`src/hw/rtl/gbc_pkg.sv`:
```
// Shared constants, types and helpers of the grid broad-phase block.
// No dependencies; every other file but gbc_checker refers to it by scoped names.
package gbc_pkg;

  localparam int GRID_COLS    = 4;
  localparam int GRID_ROWS    = 4;
  localparam int BUCKET_DEPTH = 16;
  localparam int COORD_WIDTH  = 12;

  localparam int NUM_CELLS = GRID_COLS * GRID_ROWS;
  localparam int COL_W     = (GRID_COLS > 1) ? $clog2(GRID_COLS) : 1;
  localparam int ROW_W     = (GRID_ROWS > 1) ? $clog2(GRID_ROWS) : 1;
  localparam int CELL_W    = (NUM_CELLS > 1) ? $clog2(NUM_CELLS) : 1;
  localparam int SLOT_W    = (BUCKET_DEPTH > 1) ? $clog2(BUCKET_DEPTH) : 1;
  localparam int CNT_W     = $clog2(BUCKET_DEPTH + 1);
  localparam int MEM_DEPTH = NUM_CELLS * BUCKET_DEPTH;
  localparam int ADDR_W    = $clog2(MEM_DEPTH);
  localparam int EXT_W     = COORD_WIDTH + 1;
  localparam int ID_W      = 8;
  localparam int REG_W     = 12;
  localparam int CFG_IDX_W = 2;
  localparam int STEP_W    = $clog2(EXT_W + 1);

  localparam logic [REG_W-1:0] RST_CELL_W = REG_W'(320);
  localparam logic [REG_W-1:0] RST_CELL_H = REG_W'(240);
  localparam logic [REG_W-1:0] RST_WRAP_W = REG_W'(1280);
  localparam logic [REG_W-1:0] RST_WRAP_H = REG_W'(960);

  typedef enum logic [1:0] {
    OP_CLEAR = 2'd0,
    OP_INSERT = 2'd1,
    OP_CHECK_BOX = 2'd2,
    OP_CHECK_POINT = 2'd3
  } op_t;

  typedef enum logic [CFG_IDX_W-1:0] {
    REG_CELL_W = 2'd0,
    REG_CELL_H = 2'd1,
    REG_WRAP_W = 2'd2,
    REG_WRAP_H = 2'd3
  } reg_idx_t;

  typedef struct packed {
    logic [1:0]             opcode;
    logic [ID_W-1:0]        object_id;
    logic [COORD_WIDTH-1:0] pos_x;
    logic [COORD_WIDTH-1:0] pos_y;
    logic [COORD_WIDTH-1:0] box_width;
    logic [COORD_WIDTH-1:0] box_height;
  } item_t;

  typedef struct packed {
    logic [ID_W-1:0]        id;
    logic [COORD_WIDTH-1:0] x;
    logic [COORD_WIDTH-1:0] y;
    logic [COORD_WIDTH-1:0] w;
    logic [COORD_WIDTH-1:0] h;
  } entry_t;

  typedef struct packed {
    logic [REG_W-1:0] cell_w;
    logic [REG_W-1:0] cell_h;
    logic [REG_W-1:0] wrap_w;
    logic [REG_W-1:0] wrap_h;
  } cfg_t;

  typedef struct packed {
    logic             start;
    logic [EXT_W-1:0] dividend;
    logic [REG_W-1:0] divisor;
  } div_req_t;

  typedef struct packed {
    logic             done;
    logic [EXT_W-1:0] quot;
    logic [REG_W-1:0] rem;
  } div_rsp_t;

  // A zero size register acts as one.
  function automatic logic [REG_W-1:0] nz(input logic [REG_W-1:0] v);
    return (v == '0) ? REG_W'(1) : v;
  endfunction

endpackage

```
`src/hw/rtl/gbc_divider.sv`:
```
// Shared restoring divider, one quotient bit per cycle.
// Uses gbc_pkg types; serves both the wrap modulo and the cell division.
module gbc_divider (
  input  logic              clk,
  input  logic              rst_n,
  input  gbc_pkg::div_req_t req,
  output gbc_pkg::div_rsp_t rsp
);

  logic                                busy_r;
  logic                                done_r;
  logic [gbc_pkg::STEP_W-1:0]          step_r;
  logic [gbc_pkg::EXT_W-1:0]           q_r;
  logic [gbc_pkg::REG_W-1:0]           rem_r;
  logic [gbc_pkg::REG_W-1:0]           d_r;
  logic [gbc_pkg::REG_W:0]             trial;
  logic [gbc_pkg::REG_W:0]             diff;
  logic                                ge;

  assign trial = {rem_r, q_r[gbc_pkg::EXT_W-1]};
  assign ge    = trial >= {1'b0, d_r};
  assign diff  = trial - {1'b0, d_r};

  always_ff @(posedge clk) begin
    if (!rst_n) begin
      busy_r <= 1'b0;
      done_r <= 1'b0;
      step_r <= '0;
    end else begin
      done_r <= 1'b0;
      if (req.start) begin
        busy_r <= 1'b1;
        step_r <= '0;
      end else if (busy_r) begin
        step_r <= step_r + 1'b1;
        if (step_r == gbc_pkg::STEP_W'(gbc_pkg::EXT_W - 1)) begin
          busy_r <= 1'b0;
          done_r <= 1'b1;
        end
      end
    end
  end

  always_ff @(posedge clk) begin
    if (req.start) begin
      q_r   <= req.dividend;
      rem_r <= '0;
      d_r   <= req.divisor;
    end else if (busy_r) begin
      q_r   <= {q_r[gbc_pkg::EXT_W-2:0], ge};
      rem_r <= ge ? diff[gbc_pkg::REG_W-1:0] : trial[gbc_pkg::REG_W-1:0];
    end
  end

  assign rsp.done = done_r;
  assign rsp.quot = q_r;
  assign rsp.rem  = rem_r;

endmodule

```
`config.mk`:
```
export PLATFORM = sky130hd
export DESIGN_NAME = gbc_divider
export DESIGN_NICKNAME = d
export VERILOG_FILES = /design/src/hw/rtl/gbc_pkg.sv /design/src/hw/rtl/gbc_divider.sv
export SDC_FILE = /design/constraint.sdc
export NUM_CORES = 1
export LEC_CHECK = 0
export BUFFER_PORTS_ARGS = -buffer_cell sky130_fd_sc_hd__buf_2
export CORE_UTILIZATION = 58
export DETAILED_ROUTE_END_ITERATION = 7
export PLACE_DENSITY = 0.88
export SETUP_SLACK_MARGIN = 0.02
export SKIP_LAST_GASP = 1
export SYNTH_ARGS = -nofsm -noshare
export SYNTH_HDL_FRONTEND = slang
export SYNTH_SLANG_ARGS = --single-unit
```
`constraint.sdc`:
```
create_clock -name clk -period 6 [get_ports clk]
set_input_delay 0.9 -clock clk [delete_from_list [all_inputs] [get_ports clk]]
set_output_delay 0.9 -clock clk [all_outputs]
set_load 0.05 [all_outputs]
```
==> results of run 1 <==
[layout make-up]
cell class	instances	area share (%)
clock inverters	3	0.7329
clock buffers	5	2.519
multi-input cells	157	41.55
flip-flops and latches	43	40.68
inverters	17	2.336
well taps	48	2.199
repair buffers	54	9.986
[routing by layer]
layer | track usage [%] | routed length (um)
met1 | 31.17 | 2089
met2 | 40.05 | 2375
met3 | 7.241 | 288
met4 | 13.32 | 180
met5 | 0 | 0
[worst reg2reg max path: stages, from the launching register on]
cell and delay, ps:
dfxtp_1 360, ha_1 400, a21oi_1 220, o21ai_1 170, nor2_1 260, a21o_1 440, mux2_4 350, a211oi_2 190
[worst min path at each step]
stage / to
after floorplan: done_r
after global placement: done_r
after detailed placement: done_r
after CTS: done_r
after global routing: rem_r[3]
final: done_r
[per-stage QoR]
stage	instances	util (%)	cell area, um^2
2_1_floorplan	226	-	2359
3_3_place_gp	319	70.07	2643
3_5_place_dp	319	70.07	2643
4_1_cts	327	72.43	2731
5_1_grt	327	72.43	2731
6_report	327	72.43	2731
[flip-flops by register name (all words and copies together) (netlist names)]
| register | flops |
|---|---|
| step_r | 4 |
| done_r | 1 |
| d_r | 12 |
| rem_r | 12 |
| busy_r | 1 |
| q_r | 13 |
[cells by family (layout without fill, tap and decap cells)]
logic type	after synthesis	count (layout)
AOI/OAI and AO/OA	51	51
xor gates and xnor gates	9	9
adders and majority gates	15	15
buffers and inverters	26	79
DFF	43	43
muxes	16	16
and+or+nand+nor	66	66
[power breakdown]
part / total (mW) / switching, mW / internal, mW
clock network: 0.187 / 0.106 / 0.0810
logic: 0.221 / 0.146 / 0.0741
registers: 0.354 / 0.0151 / 0.339
[synthesized netlist by cell type, drive strengths merged]
library cell | number | share of area, %
fa | 1 | 0.85
a41oi | 2 | 0.74
dfxtp | 18 | 15
a21boi | 2 | 0.64
o31ai | 1 | 0.53
nor2b | 3 | 0.80
ha | 14 | 7.4
buf | 3 | 1.1
or3 | 4 | 1.1
a32oi | 1 | 0.37
nand2 | 20 | 3.2
mux2i | 2 | 0.85
nand3 | 6 | 1.3
a211oi | 2 | 1.1
a21o | 4 | 1.3
o21a | 3 | 0.95
edfxtp | 25 | 32
inv | 17 | 2.7
xnor2 | 4 | 1.5
o2111ai | 1 | 0.37
o21bai | 1 | 0.32
o41ai | 1 | 0.37
a21oi | 10 | 2.8
a311oi | 7 | 2.6
nor2 | 24 | 3.8
o21ai | 11 | 2.3
nor3 | 2 | 0.42
a31o | 1 | 0.37
or2 | 1 | 0.27
nor3b | 3 | 0.95
clkbuf | 6 | 0.95
o221ai | 1 | 0.37
nand4 | 3 | 1.1
a31oi | 3 | 0.80
xor2 | 5 | 1.9
mux2 | 14 | 6.8
==> impl_metrics.csv, run 1 <==
group,metric,value,unit
route,drc_errors,0,
pwr,p_leak,1.172,nW
cts,clk_pin_slew,90,ps
yosys,synthMuxAreaShare,7.692,%
sta,totalNegativeSetupSlack,0,ps
setup_path,critPathMaxStageDelay,430,ps
place,hpwl,3462,um
route,wire_per_inst,15.09,um
setup_path,path_cells,"ha_1, a21oi_1, o21ai_1, nor2_1, a21o_1, mux2_4, a211oi_2",
setup_path,cp.depth,7,
route,drt_iter0_drc,141,
route,routed_wl,4933,um
sta,finClkSkew,8.083,ps
setup_path,r2r_start,"rem_r[7]",
yosys,synth_cells,226,
outcome,status,"finished clean",
yosys,netlist_area,2359,um^2
setup_path,cp-start-kind,"register",
cts,clock_latency,310,ps
setup_path,r2r_setup_slack,3540,ps
setup_path,worstSetupEndpoint,"rem_r[0]",
floorplan,dieArea,4326,um^2
pwr,powerDensity,278.9,nW/um^2
route,via_per_inst,5.771,
route,vias,1887,
yosys,synth_fa_ha_area_share,8.276,%
place,routabilityCongestion,0.8431,
yosys,avgSynthCellArea,10.44,um^2
cells_and_area,antennaDiodeCount,0,
setup_path,required,6240,ps
cts,htree_levels,2,
cells_and_area,multi_input_area,1135,um^2
setup_path,worst_ep_arrival_time,2700,ps
global_route,grt.overflow.total,0,
place,port_buffers,53,
global_route,grt_pass1_vias,1723,
setup_path,cp-startpoint,"rem_r[7]",
yosys,yosys.area_share.simple,12.89,%
floorplan,start_util,62.54,%
floorplan,die_height,65.77,um
yosys,synth_top_family_by_area,"compound AO/OA/AOI/OAI gates",
sta,final-hold-violation-count,0,
setup_path,worst_path_max_delay_cell,"a21o_1",
cts,cts_buffers,5,
sta,layout_setup_ws,3541,ps
cts,cts_tree,"done",
cells_and_area,mostFrequentLayoutCells,"53 x buf_2, 25 x edfxtp_1, 24 x nor2_1",
floorplan,ioPinCount,54,
cells_and_area,n_fill_cell,282,
cts,cts_buffer_depth,2,
yosys,ys_warn_count,0,
cells_and_area,nNetsFinal,321,
sta,hold-worst-slack,508.4,ps
setup_path,path_class,"reg -> reg",
floorplan,die_w,65.77,um
route,dr.pass1.iters,4,
setup_path,worstPathMaxFanout,11,
global_route,antenna_found_initial,0,
pwr,total_power,761.9,uW
min_path,min_from,"step_r[2]",
sta,setup_violations,0,
sta,fin_crit_sh,40.98,%
pwr,ir_worst_vdd,0.2002,mV
yosys,synth.distinct_cells,45,
setup_path,path_delay_family,"compound AO/OA/AOI/OAI gates",
global_route,grt_pass1_wl,7935,um
yosys,syn_nets,269,
cts,cts-root-buf,"clkbuf_8",
min_path,hp-class,"reg -> reg",
sta,finalCriticalPeriod,2459,ps
setup_path,r2r_cells,7,
floorplan,rows,22,
cells_and_area,final_common_cell,"buf_2",
place,pre_cts_ws,3572,ps
route,ant_nets,0,
setup_path,endpoint_kind,"register",
setup_path,regToRegEndpoint,"rem_r[0]",
flow_run,drv_cap,0,
cells_and_area,register_area,1111,um^2
cells_and_area,layout-drive-gt1-share,30.82,%
floorplan,coreArea,3771,um^2
min_path,hold_path_depth,2,
sta,rsz0062_at_grt,"no",
yosys,synth_compound_area_share,15.92,%
global_route,grt_max_degree,39,
sta,relSlewSlack,47.63,%
sta,fmax,406.7,MHz
cts,cts.repair.resized,0,
yosys,yosys.area_share.xor_xnor,3.342,%
setup_path,critPathBufInv,0,
yosys,seq_area_frac_synth,47.11,%
yosys,synth_seq_cells,43,
cts,clkSinkCount,43,
cts,cts_setup_buffers,0,
sta,slew_violations,0,
sta,worstMarginPinSlew,785.6,ps
cells_and_area,syn_to_final_growth,15.81,%
cts,holdBufCountCts,0,
global_route,grtUsageTotal,25.34,%
Power figures use the tool's default switching activity.
==> inputs of run 2 (changes only) <==
Settings changed: CORE_UTILIZATION 58 to 54, PLACE_DENSITY 0.88 to 0.83.
Clock period 6 ns to 2.4 ns, I/O delays scaled along.
==> impl_metrics.csv, run 2 (synthesized netlist as in run 1, its figures left out) <==
group,metric,value,unit
place,routabilityCongestion,0.8419,
outcome,status,"finished clean",
cells_and_area,antennaDiodeCount,0,
cells_and_area,n_fill_cell,321,
pwr,powerDensity,695.7,nW/um^2
setup_path,path_class,"reg -> reg",
cts,htree_levels,2,
cts,cts-root-buf,"clkbuf_8",
floorplan,die_w,68.09,um
flow_run,drv_cap,0,
route,drt_iter0_drc,140,
route,dr.pass1.iters,4,
sta,fmax,439.0,MHz
cts,cts_buffer_depth,2,
sta,worstMarginPinSlew,563.0,ps
setup_path,worstPathMaxFanout,6,
setup_path,cp-start-kind,"register",
floorplan,dieArea,4636,um^2
pwr,ir_worst_vdd,0.3424,mV
setup_path,required,2550,ps
route,wire_per_inst,15.14,um
cts,clock_latency,310,ps
cts,cts_tree,"done",
cells_and_area,post-route-util,68.28,%
floorplan,rows,23,
global_route,grt_pass1_vias,1705,
setup_path,worst_path_max_delay_cell,"edfxtp_1",
floorplan,start_util,57.72,%
cts,cts_buffers,5,
global_route,grt_max_degree,22,
sta,rsz0062_at_grt,"yes",
global_route,grtUsageTotal,23.41,%
min_path,hp-class,"in -> reg",
route,via_per_inst,5.734,
route,routed_wl,5072,um
sta,finalCriticalPeriod,2278,ps
setup_path,cpMostUsedCell,"a31oi_1",
cells_and_area,top_regs,"q_r: 13 flops, d_r: 12 flops, rem_r: 12 flops",
sta,hold-worst-slack,224.1,ps
global_route,grt_pass1_wl,7838,um
floorplan,ioPinCount,54,
pwr,total_power,1.941,mW
sta,finClkSkew,7.937,ps
sta,relSlewSlack,62.41,%
cts,clkSinkCount,43,
cells_and_area,mostFrequentLayoutCells,"53 x buf_2, 25 x edfxtp_1, 24 x nor2_1",
route,drc_errors,0,
cells_and_area,instances_no_fill,335,
floorplan,coreArea,4086,um^2
cells_and_area,nNetsFinal,327,
cts,clk_pin_slew,90,ps
cells_and_area,layout-drive-gt1-share,33.33,%
sta,setup_violations,0,
setup_path,path_cells,"inv_1, ha_1, a21o_1, a31oi_1, a21boi_1, or3_1, a32oi_1, a31oi_1",
cells_and_area,design_area,2790,um^2
setup_path,path_delay_family,"compound AO/OA/AOI/OAI gates",
setup_path,critPathBufInv,1,
global_route,antenna_found_initial,0,
place,hpwl,3764,um
setup_path,worst_ep_arrival_time,2430,ps
place,dp.cells,324,
route,vias,1921,
route,ant_nets,0,
setup_path,endpoint_kind,"register",
cells_and_area,largest_register_ffs,13,
global_route,grt.overflow.total,0,
place,post_dp_cell_area,2668,um^2
pwr,p_leak,1.204,nW
sta,slew_violations,0,
cells_and_area,syn_to_final_growth,18.30,%
floorplan,die_height,68.09,um
cells_and_area,largest-register,"q_r",
cells_and_area,final_common_cell,"buf_2",
sta,final-hold-violation-count,0,
sta,fin_crit_sh,94.92,%
place,port_buffers,53,
setup_path,critPathMaxStageDelay,390,ps
[run 2: per-layer routing]
layer  wire length, um  vias up  part of all wire (%)  track usage, %
met3               367       10                   7.2           5.167
met2              2423       80                    48           37.87
met4               116        0                   2.3           8.594
met5                 0        -                     0               0
li1                  -      936                     -               -
met1              2164      895                    43           30.46
[run 2: power by group]
| part | total (mW) | leakage [nW] | internal (mW) | switching (mW) |
|---|---|---|---|---|
| Combinational | 0.573 | 0.763 | 0.202 | 0.371 |
| Clock | 0.480 | 0.0451 | 0.209 | 0.271 |
| Sequential | 0.888 | 0.396 | 0.847 | 0.0411 |
[run 2: path summary, 6_finish.rpt]
kind / start / endpoint / slack, ps / cells after the start
max: d_r[4] / rem_r[11] / 120 / 8
min: req[6] / d_r[6] / 220 / 1
max reg2reg: d_r[4] / rem_r[11] / 120 / 8
min reg2reg: step_r[3] / done_r / 510 / 2
[run 2: what timing repair did]
| action | 4_1_cts | 5_1_grt |
|---|---|---|
| resized for setup | 0 | 3 |
| setup endpoints to repair | 0 | 9 |
| hold buffers | 0 | 0 |
| buffers inserted | 0 | 3 |
[run 2: area by class of cell]
class,instances,area (um^2),area share [%]
clock inverter,3,22.52,0.8072
inverter,17,63.81,2.287
clock buffer,5,68.82,2.466
timing repair buffer,60,317.8,11.39
multi-input combinational,157,1144,40.99
tap,50,62.56,2.242
sequential,43,1111,39.82
[run 2: stage by stage]
stage,worst slack [ps],TNS (ps)
2_1_floorplan,44.60,0
6_report,122.0,0
3_5_place_dp,109.3,0
3_3_place_gp,83.87,0
5_1_grt,-10.60,-10.60
4_1_cts,56.47,0
==> inputs of run 3 (changes only) <==
Settings changed: CORE_UTILIZATION 54 to 48, PLACE_DENSITY 0.83 to 0.78.
Clock period 2.4 ns to 1.9 ns, I/O delays scaled along.
==> impl_metrics.csv, run 3 (synthesized netlist as in run 1, its figures left out) <==
group,metric,value,unit
global_route,grt_max_degree,17,
cells_and_area,largest_register_ffs,13,
setup_path,endpoint_kind,"register",
place,hpwl,4082,um
cts,cts-root-buf,"clkbuf_8",
route,via_per_inst,5.464,
setup_path,required,2120,ps
pwr,powerDensity,809.8,nW/um^2
route,wire_per_inst,16.21,um
setup_path,path_class,"reg -> reg",
setup_path,worst_ep_arrival_time,2420,ps
cells_and_area,multi_input_area,1419,um^2
sta,slew_violations,0,
cells_and_area,register_area,1126,um^2
sta,fin_crit_sh,115.9,%
global_route,grtUsageTotal,24.95,%
cts,clk_pin_slew,90,ps
floorplan,coreArea,4723,um^2
cts,cts_buffers,5,
sta,finalCriticalPeriod,2202,ps
setup_path,critPathMaxStageDelay,420,ps
cells_and_area,nNetsFinal,374,
cells_and_area,n_fill_cell,306,
route,dr.pass1.iters,4,
setup_path,path_cells,"ha_4, fa_2, nor2b_2, buf_4, o21a_1, nor2_1, xnor2_1, nand2_1, a311oi_1",
cells_and_area,top_regs,"q_r: 13 flops, d_r: 12 flops, rem_r: 12 flops",
sta,totalNegativeSetupSlack,-2151,ps
cells_and_area,final_common_cell,"buf_2",
sta,setup_violations,13,
setup_path,cp-start-kind,"register",
cells_and_area,layout-drive-gt1-share,56.93,%
cts,holdBufCountCts,0,
cts,htree_levels,2,
cells_and_area,mostFrequentLayoutCells,"53 x buf_2, 51 x buf_4, 25 x edfxtp_1",
floorplan,rows,25,
place,pre_cts_ws,-238.0,ps
route,vias,2180,
sta,relSlewSlack,75.24,%
global_route,antenna_found_initial,0,
cts,clock_latency,320,ps
global_route,grt.overflow.total,0,
outcome,violations,"setup timing",
cts,clkSinkCount,43,
global_route,grt_pass1_wl,9770,um
cts,cts_buffer_depth,2,
route,drc_errors,0,
route,ant_nets,0,
floorplan,start_util,49.93,%
sta,finClkSkew,8.480,ps
global_route,grt_pass1_vias,2110,
floorplan,ioPinCount,54,
sta,layout_setup_ws,-301.7,ps
cells_and_area,antennaDiodeCount,0,
sta,worstMarginPinSlew,371.4,ps
setup_path,critPathBufInv,1,
sta,rsz0062_at_grt,"yes",
cts,cts_tree,"done",
cells_and_area,design_area,3457,um^2
setup_path,worstPathMaxFanout,2,
floorplan,die_height,72.10,um
place,routabilityCongestion,0.8884,
floorplan,die_w,72.10,um
min_path,hp-class,"in -> reg",
cells_and_area,syn_to_final_growth,46.58,%
outcome,status,"complete, but fails checks",
pwr,p_leak,1.457,nW
pwr,ir_worst_vdd,0.6163,mV
sta,final-hold-violation-count,0,
setup_path,path_delay_family,"adder cells",
place,post_dp_cell_area,3045,um^2
setup_path,worst_path_max_delay_cell,"edfxtp_1",
route,routed_wl,6466,um
flow_run,drv_cap,0,
route,drt_iter0_drc,150,
floorplan,dieArea,5198,um^2
sta,fmax,454.2,MHz
place,port_buffers,53,
cells_and_area,largest-register,"q_r",
-- run 3: final cells by class --
cell class | count | share of cell area [%]
well taps | 67 | 2.425
multi-input cells | 158 | 41.04
inverters | 17 | 1.846
flip-flops and latches | 43 | 32.57
repair buffers | 106 | 19.40
clock inverters | 3 | 0.7238
clock buffers | 5 | 1.991
-- run 3: through the flow --
step / power, mW / instances / hold slack, ps / util (%)
after global routing: 2.907 / 399 / 130.3 / 73.19
final: 2.800 / 399 / 136.3 / 73.19
after CTS: 2.727 / 399 / 139.3 / 71.68
after detailed placement: 1.987 / 383 / 463.1 / 64.48
after global placement: 1.968 / 383 / 462.0 / 64.48
after floorplan: 1.688 / 226 / 383.9 / -
-- run 3: path summary, 6_finish.rpt --
check,end,slack (ps),cells past startpoint,startpoint
worst max-delay path,rem_r[4],-300,9,d_r[0]
worst min register to register,done_r,500,2,step_r[3]
worst min-delay path,d_r[3],140,1,req[3]
worst max register to register,rem_r[4],-300,9,d_r[0]
-- run 3: report_power, final --
part,internal (mW),total (mW),switching [mW]
clock,0.263,0.623,0.360
sequential,1.07,1.12,0.0458
combinational,0.445,1.06,0.612
total,1.78,2.80,1.02
-- run 3: routing by layer --
layer  track usage, %  vias up  routed length, um
met4            13.73        0                189
li1                 -     1033                  -
met5                0        -                  0
met2            41.12       96               3122
met3            4.722       21                318
met1            30.92     1030               2836
-- run 3: timing repair --
item                       4_1_cts  5_1_grt
resized for setup               35       15
setup buffers                    7        0
setup endpoints to repair       13       13
gates cloned                     1        0
pin swaps                       24       14
